File: src/rtl/core/lprd_pkg.sv
// Package for the length-prefixed request deframer: widths, codes, result
// and step records shared by the front, queue, back and top level.
// No dependencies.
package lprd_pkg;

  // Internal counter widths
  localparam int LENGTH_BITS    = 16;
  localparam int ARG_COUNT_BITS = 11;

  // Fixed field and register widths
  localparam int MAX_LEN_W = 16;
  localparam int MAX_ARG_W = 11;
  localparam int ARG_IDX_W = 10;
  localparam int APB_AW    = 3;
  localparam int APB_DW    = 32;

  localparam int ARG_CAP   = 1024;
  localparam int CNT_MAX   = (1 << ARG_COUNT_BITS) - 1;
  localparam int ARG_LIM_I = (ARG_CAP < CNT_MAX) ? ARG_CAP : CNT_MAX;
  localparam logic [MAX_ARG_W-1:0] ARG_LIMIT = MAX_ARG_W'(ARG_LIM_I);
  localparam logic [31:0] LEN_MAX = 32'((64'd1 << LENGTH_BITS) - 64'd1);
  localparam logic [LENGTH_BITS-1:0] MIN_FIELD = LENGTH_BITS'(4);

  // Register indexes (byte address bit 2)
  localparam logic REG_MAX_MSG_LEN = 1'b0;
  localparam logic REG_MAX_ARGS    = 1'b1;

  // Result kinds
  localparam logic [1:0] KIND_BYTE  = 2'd0;
  localparam logic [1:0] KIND_EMPTY = 2'd1;
  localparam logic [1:0] KIND_DONE  = 2'd2;
  localparam logic [1:0] KIND_ERROR = 2'd3;

  // Error codes
  localparam logic [2:0] ERR_NONE      = 3'd0;
  localparam logic [2:0] ERR_TOO_LONG  = 3'd1;
  localparam logic [2:0] ERR_TOO_SHORT = 3'd2;
  localparam logic [2:0] ERR_TOO_MANY  = 3'd3;
  localparam logic [2:0] ERR_FIELD_OVR = 3'd4;
  localparam logic [2:0] ERR_ARG_OVR   = 3'd5;
  localparam logic [2:0] ERR_TRAILING  = 3'd6;

  // Step queue
  localparam int QDEPTH = 4;
  localparam int QPTR_W = 2;

  typedef struct packed {
    logic [1:0]           kind;
    logic [7:0]           data_byte;
    logic [ARG_IDX_W-1:0] arg_index;
    logic                 arg_last;
    logic                 msg_end;
    logic [2:0]           error_code;
  } result_t;

  // Everything one input byte causes: one or two results
  typedef struct packed {
    logic    two;
    result_t r0;
    result_t r1;
  } step_t;

  typedef struct packed {
    logic [MAX_LEN_W-1:0] max_message_length;
    logic [MAX_ARG_W-1:0] max_arguments;
  } cfg_t;

  function automatic result_t err_result(logic [2:0] code);
    result_t r;
    r            = '0;
    r.kind       = KIND_ERROR;
    r.error_code = code;
    return r;
  endfunction

endpackage

File: src/rtl/core/lprd_if.sv
// Stream channel interfaces of the deframer: input byte channel and result
// channel, valid/ready handshake. Depends on lprd_pkg.
interface lprd_in_if;
  logic       valid;
  logic       ready;
  logic [7:0] rx_byte;

  modport source (output valid, output rx_byte, input ready);
  modport sink   (input valid, input rx_byte, output ready);
endinterface

interface lprd_out_if;
  import lprd_pkg::*;
  logic                 valid;
  logic                 ready;
  logic [1:0]           kind;
  logic [7:0]           data_byte;
  logic [ARG_IDX_W-1:0] arg_index;
  logic                 arg_last;
  logic                 msg_end;
  logic [2:0]           error_code;
  logic                 run_last;

  modport source (output valid, output kind, output data_byte, output arg_index,
                  output arg_last, output msg_end, output error_code,
                  output run_last, input ready);
  modport sink   (input valid, input kind, input data_byte, input arg_index,
                  input arg_last, input msg_end, input error_code,
                  input run_last, output ready);
endinterface

File: src/rtl/core/lprd_front.sv
// Deframer front: accepts bytes, runs the framing state machine and pushes
// one step record per byte that causes results. Depends on lprd_pkg, lprd_if.
module lprd_front (
  input  logic               clk,
  input  logic               rst,
  lprd_in_if.sink            in_ch,
  input  lprd_pkg::cfg_t     cfg,
  input  logic               q_full,
  output logic               push,
  output lprd_pkg::step_t    step
);
  import lprd_pkg::*;

  localparam logic [1:0] PH_OUTER   = 2'd0;
  localparam logic [1:0] PH_COUNT   = 2'd1;
  localparam logic [1:0] PH_ARGLEN  = 2'd2;
  localparam logic [1:0] PH_PAYLOAD = 2'd3;

  logic [1:0]                phase, phase_next;
  logic [1:0]                fbc, fbc_next;
  logic [23:0]               shift, shift_next;
  logic [LENGTH_BITS-1:0]    mbl, mbl_next;
  logic [LENGTH_BITS-1:0]    abl, abl_next;
  logic [ARG_COUNT_BITS-1:0] args_left, args_left_next;
  logic [ARG_IDX_W-1:0]      cur_arg, cur_arg_next;
  logic                      halted, halted_next;

  logic                      accept;
  logic                      do_finish;
  logic [LENGTH_BITS-1:0]    mbl_dec;
  logic [LENGTH_BITS-1:0]    abl_dec;
  logic [ARG_COUNT_BITS-1:0] args_dec;
  logic [31:0]               v;
  logic [MAX_ARG_W-1:0]      cap;

  assign in_ch.ready = !q_full;
  assign accept      = in_ch.valid && !q_full;
  assign mbl_dec     = mbl - LENGTH_BITS'(1);
  assign abl_dec     = abl - LENGTH_BITS'(1);
  assign args_dec    = args_left - ARG_COUNT_BITS'(1);
  assign v           = {in_ch.rx_byte, shift};
  assign cap         = (cfg.max_arguments > ARG_LIMIT) ? ARG_LIMIT : cfg.max_arguments;

  always_comb begin
    phase_next     = phase;
    fbc_next       = fbc;
    shift_next     = shift;
    mbl_next       = mbl;
    abl_next       = abl;
    args_left_next = args_left;
    cur_arg_next   = cur_arg;
    halted_next    = halted;
    push           = 1'b0;
    step           = '0;
    do_finish      = 1'b0;

    if (accept && !halted) begin
      if (phase == PH_PAYLOAD) begin
        mbl_next            = mbl_dec;
        abl_next            = abl_dec;
        push                = 1'b1;
        step.r0.kind        = KIND_BYTE;
        step.r0.data_byte   = in_ch.rx_byte;
        step.r0.arg_index   = cur_arg;
        step.r0.arg_last    = (abl_dec == '0);
        do_finish           = (abl_dec == '0);
      end else begin
        if (phase != PH_OUTER) begin
          mbl_next = mbl_dec;
        end
        fbc_next = fbc + 2'd1;
        if (fbc != 2'd3) begin
          shift_next[{fbc, 3'b000} +: 8] = in_ch.rx_byte;
        end else begin
          case (phase)
            PH_OUTER: begin
              if (v > LEN_MAX || v > 32'(cfg.max_message_length)) begin
                push = 1'b1; step.r0 = err_result(ERR_TOO_LONG); halted_next = 1'b1;
              end else if (v < 32'd4) begin
                push = 1'b1; step.r0 = err_result(ERR_TOO_SHORT); halted_next = 1'b1;
              end else begin
                mbl_next   = v[LENGTH_BITS-1:0];
                phase_next = PH_COUNT;
              end
            end
            PH_COUNT: begin
              cur_arg_next = '0;
              if (v > 32'(cap)) begin
                push = 1'b1; step.r0 = err_result(ERR_TOO_MANY); halted_next = 1'b1;
              end else if (v == 32'd0) begin
                push = 1'b1;
                if (mbl_dec == '0) begin
                  step.r0.kind    = KIND_DONE;
                  step.r0.msg_end = 1'b1;
                  phase_next      = PH_OUTER;
                end else begin
                  step.r0 = err_result(ERR_TRAILING); halted_next = 1'b1;
                end
              end else begin
                args_left_next = v[ARG_COUNT_BITS-1:0];
                if (mbl_dec < MIN_FIELD) begin
                  push = 1'b1; step.r0 = err_result(ERR_FIELD_OVR); halted_next = 1'b1;
                end else begin
                  phase_next = PH_ARGLEN;
                end
              end
            end
            default: begin
              // argument length field
              if (v > 32'(mbl_dec)) begin
                push = 1'b1; step.r0 = err_result(ERR_ARG_OVR); halted_next = 1'b1;
              end else if (v == 32'd0) begin
                push              = 1'b1;
                step.r0.kind      = KIND_EMPTY;
                step.r0.arg_index = cur_arg;
                step.r0.arg_last  = 1'b1;
                do_finish         = 1'b1;
              end else begin
                abl_next   = v[LENGTH_BITS-1:0];
                phase_next = PH_PAYLOAD;
              end
            end
          endcase
        end
      end
    end

    // End of an argument: r0 is already used, any error goes to r1
    if (do_finish) begin
      args_left_next = args_dec;
      if (args_dec == '0) begin
        cur_arg_next = '0;
        if (mbl_next == '0) begin
          step.r0.msg_end = 1'b1;
          phase_next      = PH_OUTER;
        end else begin
          step.two = 1'b1; step.r1 = err_result(ERR_TRAILING); halted_next = 1'b1;
        end
      end else begin
        cur_arg_next = cur_arg + ARG_IDX_W'(1);
        if (mbl_next < MIN_FIELD) begin
          step.two = 1'b1; step.r1 = err_result(ERR_FIELD_OVR); halted_next = 1'b1;
        end else begin
          phase_next = PH_ARGLEN;
        end
      end
    end
  end

  always_ff @(posedge clk) begin
    if (rst) begin
      phase     <= PH_OUTER;
      fbc       <= '0;
      mbl       <= '0;
      abl       <= '0;
      args_left <= '0;
      cur_arg   <= '0;
      halted    <= 1'b0;
    end else begin
      phase     <= phase_next;
      fbc       <= fbc_next;
      mbl       <= mbl_next;
      abl       <= abl_next;
      args_left <= args_left_next;
      cur_arg   <= cur_arg_next;
      halted    <= halted_next;
    end
  end

  // field accumulator: every byte lane is rewritten before it is used
  always_ff @(posedge clk) begin
    shift <= shift_next;
  end

endmodule

File: src/rtl/core/lprd_queue.sv
// Step queue between deframer front and back: small FIFO of step records.
// Depends on lprd_pkg.
module lprd_queue (
  input  logic            clk,
  input  logic            rst,
  input  logic            push,
  input  lprd_pkg::step_t push_step,
  input  logic            pop,
  output logic            full,
  output logic            q_valid,
  output lprd_pkg::step_t head
);
  import lprd_pkg::*;

  step_t             mem [QDEPTH];
  logic [QPTR_W-1:0] wr_ptr;
  logic [QPTR_W-1:0] rd_ptr;
  logic [QPTR_W:0]   count;
  logic              do_pop;

  assign full    = (count == (QPTR_W+1)'(QDEPTH));
  assign q_valid = (count != '0);
  assign head    = mem[rd_ptr];
  assign do_pop  = pop && q_valid;

  always_ff @(posedge clk) begin
    if (rst) begin
      wr_ptr <= '0;
      rd_ptr <= '0;
      count  <= '0;
    end else begin
      if (push) begin
        wr_ptr <= wr_ptr + QPTR_W'(1);
      end
      if (do_pop) begin
        rd_ptr <= rd_ptr + QPTR_W'(1);
      end
      case ({push, do_pop})
        2'b10:   count <= count + (QPTR_W+1)'(1);
        2'b01:   count <= count - (QPTR_W+1)'(1);
        default: count <= count;
      endcase
    end
  end

  always_ff @(posedge clk) begin
    if (push) begin
      mem[wr_ptr] <= push_step;
    end
  end

endmodule

File: src/rtl/core/lprd_back.sv
// Deframer back: takes step records from the queue and delivers their one
// or two results on the output channel. Depends on lprd_pkg, lprd_if.
module lprd_back (
  input  logic            clk,
  input  logic            rst,
  input  logic            q_valid,
  input  lprd_pkg::step_t head,
  output logic            pop,
  lprd_out_if.source      out_ch
);
  import lprd_pkg::*;

  step_t   cur;
  logic    cur_valid;
  logic    second;
  logic    fin;
  result_t sel;

  assign sel = second ? cur.r1 : cur.r0;
  assign fin = cur_valid && out_ch.ready && (second || !cur.two);
  assign pop = q_valid && (!cur_valid || fin);

  assign out_ch.valid      = cur_valid;
  assign out_ch.kind       = sel.kind;
  assign out_ch.data_byte  = sel.data_byte;
  assign out_ch.arg_index  = sel.arg_index;
  assign out_ch.arg_last   = sel.arg_last;
  assign out_ch.msg_end    = sel.msg_end;
  assign out_ch.error_code = sel.error_code;
  assign out_ch.run_last   = second || !cur.two;

  always_ff @(posedge clk) begin
    if (rst) begin
      cur_valid <= 1'b0;
      second    <= 1'b0;
    end else if (pop) begin
      cur_valid <= 1'b1;
      second    <= 1'b0;
    end else if (fin) begin
      cur_valid <= 1'b0;
      second    <= 1'b0;
    end else if (cur_valid && out_ch.ready) begin
      second    <= 1'b1;
    end
  end

  always_ff @(posedge clk) begin
    if (pop) begin
      cur <= head;
    end
  end

endmodule

File: src/rtl/core/length_prefixed_request_deframer_top.sv
// Length-prefixed request deframer, top level: APB registers, front, queue, back.
// A byte's results pass through the step queue and the back's output register.
// Throughput: one byte per cycle while the step queue has room; a byte causing two
//   results needs a second output transaction, absorbed by the 4-entry step queue.
// Reset: synchronous, active high; framing state, queue and output cleared,
//   max_message_length = 4096, max_arguments = 1024.
module length_prefixed_request_deframer_top (
  input  logic                         clk,
  input  logic                         rst,
  lprd_in_if.sink                      in_ch,
  lprd_out_if.source                   out_ch,
  input  logic                         psel,
  input  logic                         penable,
  input  logic                         pwrite,
  input  logic [lprd_pkg::APB_AW-1:0]  paddr,
  input  logic [lprd_pkg::APB_DW-1:0]  pwdata,
  output logic [lprd_pkg::APB_DW-1:0]  prdata,
  output logic                         pready
);
  import lprd_pkg::*;

  // Configuration registers
  logic [MAX_LEN_W-1:0] max_message_length;
  logic [MAX_ARG_W-1:0] max_arguments;
  logic                 reg_idx;
  logic                 wr_en;
  cfg_t                 cfg;

  // Front to queue, queue to back
  logic  push;
  step_t push_step;
  logic  q_full;
  logic  q_valid;
  step_t head;
  logic  pop;

  assign pready  = 1'b1;
  assign reg_idx = paddr[2];   // registers at byte 0 and 4
  assign wr_en   = psel && penable && pwrite;

  // Read back: each register zero-extended to the data bus
  assign prdata = (reg_idx == REG_MAX_ARGS) ? APB_DW'(max_arguments)
                                             : APB_DW'(max_message_length);

  always_ff @(posedge clk) begin
    if (rst) begin
      max_message_length <= MAX_LEN_W'(4096);
      max_arguments      <= MAX_ARG_W'(1024);
    end else if (wr_en) begin
      if (reg_idx == REG_MAX_MSG_LEN) begin
        max_message_length <= pwdata[MAX_LEN_W-1:0];
      end else begin
        max_arguments <= pwdata[MAX_ARG_W-1:0];
      end
    end
  end

  assign cfg.max_message_length = max_message_length;
  assign cfg.max_arguments      = max_arguments;

  // Front: framing state machine, one byte per cycle while the queue has room
  lprd_front u_front (
    .clk    (clk),
    .rst    (rst),
    .in_ch  (in_ch),
    .cfg    (cfg),
    .q_full (q_full),
    .push   (push),
    .step   (push_step)
  );

  // Queue of step records; decouples input stalls from output stalls
  lprd_queue u_queue (
    .clk       (clk),
    .rst       (rst),
    .push      (push),
    .push_step (push_step),
    .pop       (pop),
    .full      (q_full),
    .q_valid   (q_valid),
    .head      (head)
  );

  // Back: registered output, unpacks two-result steps over two transactions
  lprd_back u_back (
    .clk     (clk),
    .rst     (rst),
    .q_valid (q_valid),
    .head    (head),
    .pop     (pop),
    .out_ch  (out_ch)
  );

endmodule

File: src/flat_wrapper.sv
// flat-port wrapper written by rule: the top's interface ports become plain ports
module length_prefixed_request_deframer_top_flat import lprd_pkg::*;
  (clk, rst, psel, penable, pwrite, paddr, pwdata, prdata, pready, in_ch_valid, in_ch_rx_byte, in_ch_ready, out_ch_valid, out_ch_kind, out_ch_data_byte, out_ch_arg_index, out_ch_arg_last, out_ch_msg_end, out_ch_error_code, out_ch_run_last, out_ch_ready);
  lprd_in_if in_ch_i ();
  lprd_out_if out_ch_i ();
  input  logic clk;
  input  logic rst;
  input  logic psel;
  input  logic penable;
  input  logic pwrite;
  input  logic [lprd_pkg::APB_AW-1:0] paddr;
  input  logic [lprd_pkg::APB_DW-1:0] pwdata;
  output logic [lprd_pkg::APB_DW-1:0] prdata;
  output logic pready;
  input wire logic [$bits(in_ch_i.valid)-1:0] in_ch_valid;
  input wire logic [$bits(in_ch_i.rx_byte)-1:0] in_ch_rx_byte;
  output wire logic [$bits(in_ch_i.ready)-1:0] in_ch_ready;
  output wire logic [$bits(out_ch_i.valid)-1:0] out_ch_valid;
  output wire logic [$bits(out_ch_i.kind)-1:0] out_ch_kind;
  output wire logic [$bits(out_ch_i.data_byte)-1:0] out_ch_data_byte;
  output wire logic [$bits(out_ch_i.arg_index)-1:0] out_ch_arg_index;
  output wire logic [$bits(out_ch_i.arg_last)-1:0] out_ch_arg_last;
  output wire logic [$bits(out_ch_i.msg_end)-1:0] out_ch_msg_end;
  output wire logic [$bits(out_ch_i.error_code)-1:0] out_ch_error_code;
  output wire logic [$bits(out_ch_i.run_last)-1:0] out_ch_run_last;
  input wire logic [$bits(out_ch_i.ready)-1:0] out_ch_ready;
  assign in_ch_i.valid = in_ch_valid;
  assign in_ch_i.rx_byte = in_ch_rx_byte;
  assign in_ch_ready = in_ch_i.ready;
  assign out_ch_valid = out_ch_i.valid;
  assign out_ch_kind = out_ch_i.kind;
  assign out_ch_data_byte = out_ch_i.data_byte;
  assign out_ch_arg_index = out_ch_i.arg_index;
  assign out_ch_arg_last = out_ch_i.arg_last;
  assign out_ch_msg_end = out_ch_i.msg_end;
  assign out_ch_error_code = out_ch_i.error_code;
  assign out_ch_run_last = out_ch_i.run_last;
  assign out_ch_i.ready = out_ch_ready;
  length_prefixed_request_deframer_top u_core (.clk(clk), .rst(rst), .in_ch(in_ch_i), .out_ch(out_ch_i), .psel(psel), .penable(penable), .pwrite(pwrite), .paddr(paddr), .pwdata(pwdata), .prdata(prdata), .pready(pready));
endmodule
File: config.mk
export PLATFORM = sky130hd
export DESIGN_NAME = length_prefixed_request_deframer_top_flat
export DESIGN_NICKNAME = d
export VERILOG_FILES = /design/src/rtl/core/lprd_pkg.sv /design/src/rtl/core/lprd_if.sv /design/src/rtl/core/lprd_front.sv /design/src/rtl/core/lprd_queue.sv /design/src/rtl/core/lprd_back.sv /design/src/rtl/core/length_prefixed_request_deframer_top.sv /design/src/flat_wrapper.sv
export SDC_FILE = /design/constraint.sdc
export NUM_CORES = 1
export LEC_CHECK = 0
export BUFFER_PORTS_ARGS = -buffer_cell sky130_fd_sc_hd__buf_2
export CELL_PAD_IN_SITES_DETAIL_PLACEMENT = 2
export CELL_PAD_IN_SITES_GLOBAL_PLACEMENT = 2
export CORE_MARGIN = 2
export CORE_UTILIZATION = 30
export DETAILED_ROUTE_END_ITERATION = 12
export PLACE_DENSITY_LB_ADDON = 0.1
export SLEW_MARGIN = 30
export SYNTH_ARGS = -nofsm -noshare
export SYNTH_HDL_FRONTEND = slang
export SYNTH_SLANG_ARGS = --single-unit
File: constraint.sdc
create_clock -name clk -period 4.6 [get_ports clk]
set_input_delay 0.69 -clock clk [delete_from_list [all_inputs] [get_ports clk]]
set_output_delay 0.69 -clock clk [all_outputs]
set_load 0.02 [all_outputs]
==> reports/summary.txt <==
HOLD PATH
--------------------------------------------------------------------------------------
Beginning of the worst hold path ........................................   pwdata[12]
Hold WC Path Type .......................................................    in -> reg
Cell count of the worst hold path .......................................            3
Worst Hold Endpoint ..................................................... u_core.max_message_length[12]$_SDFFE_PP1P_

WORST SETUP PATH
--------------------------------------------------------------------------------------
Critical path arrival ...................................................      4880 ps
Worst r2r dst ........................................................... u_core.u_queue.count[2]$_SDFFE_PP0P_
Cell count of the worst reg-to-reg path .................................           19
Critical Path Fanout Max ................................................            6
Setup Crit Path Kind ....................................................   reg -> reg
Data required, critical path ............................................      5110 ps
Critical path launch point type .........................................     register
Reg-to-reg slack, setup .................................................       230 ps
Type of element capturing the critical path .............................     register
Reg-to-Reg Start ........................................................ u_core.u_front.mbl[8]$_SDFF_PP0_

PLACE
--------------------------------------------------------------------------------------
Placed Cells ............................................................         1930
DP Area .................................................................    14700 µm²
Place WS ................................................................      45.0 ps
HPWL reported at the end of detailed placement ..........................     31000 µm
IO buf count ............................................................           75
Final weighted congestion of routability-driven global placement ........        0.794

CLOCK NETWORK
--------------------------------------------------------------------------------------
CTS H-tree depth ........................................................            1
Clock sink count ........................................................          253
Maximum clock path buffer count .........................................            3
Cts hold-fix bufs .......................................................            0
Clock slew seen by the registers of the worst setup and hold paths ......        70 ps
Clock tree from TritonCTS ...............................................          yes
Insertion delay of the later-clocked pin in the worst-skew pair .........       580 ps
Total CTS buffers .......................................................           29
Clk root buf ............................................................    clkbuf_16

FINAL LAYOUT
--------------------------------------------------------------------------------------
Area grow syn2layout ....................................................        19.9%
Antenna diodes ..........................................................            0
Post-route standard cell area excluding fillers .........................    15800 µm²
Cell Count, Final, Fillers Out ..........................................         1985
Fraction of layout cells with a size suffix above 1 .....................        19.9%
Most frequent cells in the layout ....................................... edfxtp_1 (159), nand2_1 (140), dfxtp_1 (92)
Most frequent standard cell in the layout excluding fill and tap cells ..     edfxtp_1
Util after Layout .......................................................        36.6%
Number of nets in the finished design ...................................         1488

SYNTH
--------------------------------------------------------------------------------------
Synthesis-stage register bit count ......................................          253
Async set-reset flop share out of synthesis .............................           0%
Number of synthesized flops with an enable pin ..........................          159
Synthesized area per cell ...............................................     10.6 µm²
Number of distinct standard cells referenced by the synthesized netlist .           89
Main synth FF type ......................................................     edfxtp_1
Warnings from Yosys .....................................................            0
Mapped cell area ........................................................    13200 µm²
Sequential element share of the synthesized area ........................        50.4%
Cell count after synthesis ..............................................         1252

TIMING
--------------------------------------------------------------------------------------
Max Fclk ................................................................      229 MHz
Period utilization ......................................................        95.0%
Final-report hold violation count .......................................            0
Post-route worst setup slack ............................................       228 ps
Worst clock skew on the final layout ....................................      23.9 ps
Setup Total Neg Slack ...................................................         0 ps
Crit path time final ....................................................      4370 ps
Slew @ Worst Pin ........................................................       961 ps
Hold Slack ..............................................................       342 ps
Slew Limit Fails ........................................................            0
Slew Limit Headroom .....................................................        35.7%
Setup-failing EPs final .................................................            0

PWR
--------------------------------------------------------------------------------------
Standby leakage power ...................................................      5.92 nW
Overall power after layout ..............................................      7.03 mW
PD cells ................................................................   444 nW/µm²
Worst voltage drop across the vdd grid ..................................       368 µV

ROUTING
--------------------------------------------------------------------------------------
Vias post-DR ............................................................        10100
Avg Vias per Cell .......................................................         5.08
Per-cell routed wire length .............................................      21.3 µm
Starting DRC count in detailed routing ..................................          390
Number of routed nets with antenna violations ...........................            0
DRC violations left .....................................................            0
Number of iterations in the first detailed-routing pass .................            4
Post-Route WL ...........................................................     42400 µm

FLOORPLAN
--------------------------------------------------------------------------------------
Placement Rows ..........................................................           76
Die area ................................................................    45700 µm²
Core area ...............................................................    43300 µm²
Die height ..............................................................       214 µm
I/O pin count ...........................................................          111
Die X ...................................................................       214 µm
Initial core utilization ................................................        30.5%

GLOBAL ROUTING
--------------------------------------------------------------------------------------
Number of global-route vias before repair ...............................        10900
Residual overflow from global routing ...................................            0
Combined global-route utilization of all metal layers ...................        19.0%
Largest net degree at the start of global routing .......................           59
Global-route wire length before repair ..................................     66000 µm
Initial antenna violation count .........................................            0

FLOW RUN
--------------------------------------------------------------------------------------
Count of max-cap constraint violations ..................................            0

OUTCOME
--------------------------------------------------------------------------------------
Status ..................................................................    completed

timing repair:
item / 4_1_cts / 5_1_grt
resized for setup: 0 / 17
setup buffers: 0 / 1
endpoints found under the setup margin: 0 / 8
power by group:
group          switching [mW]  leakage, nW  internal [mW]
combinational           0.970         3.05          0.601
sequential              0.158         2.35           2.69
clock                   0.984        0.521           1.63
total                    2.11         5.92           4.92
synth_stat cells (9+ instances only):
cell	n	area (µm²)
a21oi_1	73	365
a22oi_1	13	97.6
a311oi_1	9	78.8
and2_1	47	294
and3_1	17	106
buf_4	17	128
clkbuf_1	46	173
dfxtp_1	94	1880
edfxtp_1	159	4770
ha_1	60	751
inv_1	51	191
mux4_2	27	608
nand2_1	140	526
nand2b_1	11	68.8
nand3_1	32	160
nand4_1	19	119
nor2_1	92	345
nor2b_1	34	213
nor3_1	33	165
nor4_1	11	68.8
o211ai_1	9	67.6
o21ai_0	55	275
o31ai_1	9	67.6
xnor2_1	18	158
xor2_1	11	96.3
logic make-up after synthesis:
group | Yosys count | synth area share (%)
compound gates | 251 | 12.5
buf+inv | 128 | 4.28
simple gates | 489 | 19.5
flops | 253 | 50.4
xor+xnor | 29 | 1.92
mux | 39 | 5.60
fa+ha+maj | 61 | 5.83
other cells | 2 | 0.0568
worst max-delay path, stage by stage (launching register included):
cell      delay, ps
dfxtp_1         600
nor3_2          100
and4b_1         290
xnor2_1         300
ha_1            310
a21o_1          180
a21o_1          180
a211oi_1        210
o21ai_0         120
nand2_1         130
nand4_1         130
nor2_1          170
o41ai_2          90
inv_1           130
ha_2            210
inv_1            60
fa_1            430
xor2_1          160
or3_1           350
a21oi_2         160
flip-flops by register name, indices dropped and copies added (netlist names), 2 cells and up:
| signal | cells |
|---|---|
| u_core.u_front.abl | 16 |
| u_core.u_front.shift | 24 |
| u_core.u_front.mbl | 16 |
| u_core.u_queue.mem | 108 |
| u_core.u_front.phase | 2 |
| u_core.max_message_length | 16 |
| u_core.u_queue.count | 3 |
| u_core.u_front.cur_arg | 10 |
| u_core.u_front.args_left | 11 |
| u_core.u_queue.rd_ptr | 2 |
| u_core.u_back.cur | 27 |
| u_core.u_front.fbc | 2 |
| u_core.max_arguments | 11 |
| u_core.u_queue.wr_ptr | 2 |
cell type report:
class                   count  area (µm²)
fillers                  4659       27400
flip-flops and latches    253        6660
multi-input cells         886        6160
repair buffers            154        1020
clock buffers              34         754
well taps                 585         732
clock inverters            20         319
inverters                  53         199
per-layer routing:
metal	wire length, µm	share of wire, %	vias to the layer above	global-route usage [%]
li1	-	-	4823	-
met1	19500	46	5113	25.1
met2	20900	49	113	33.6
met3	1260	3.0	39	2.12
met4	651	1.5	0	3.50
met5	0	0	-	0
worst max path at each step:
| stage | startpoint | end | slack [ps] | cells past startpoint |
|---|---|---|---|---|
| final | u_core.u_front.mbl[8]$_SDFF_PP0_ | u_core.u_queue.count[2]$_SDFFE_PP0P_ | 230 | 19 |
| after global routing | u_core.u_front.mbl[8]$_SDFF_PP0_ | u_core.u_queue.count[2]$_SDFFE_PP0P_ | -20 | 19 |
| after CTS | u_core.u_front.mbl[0]$_SDFF_PP0_ | u_core.u_queue.count[2]$_SDFFE_PP0P_ | 30 | 23 |
| after detailed placement | u_core.u_front.mbl[0]$_SDFF_PP0_ | u_core.u_queue.count[2]$_SDFFE_PP0P_ | 40 | 23 |
| after global placement | u_core.u_front.mbl[1]$_SDFF_PP0_ | u_core.u_queue.count[2]$_SDFFE_PP0P_ | 170 | 23 |
| after floorplan | u_core.u_front.mbl[0]$_SDFF_PP0_ | u_core.u_queue.count[2]$_SDFFE_PP0P_ | 290 | 23 |
Power figures use the tool's default switching activity.
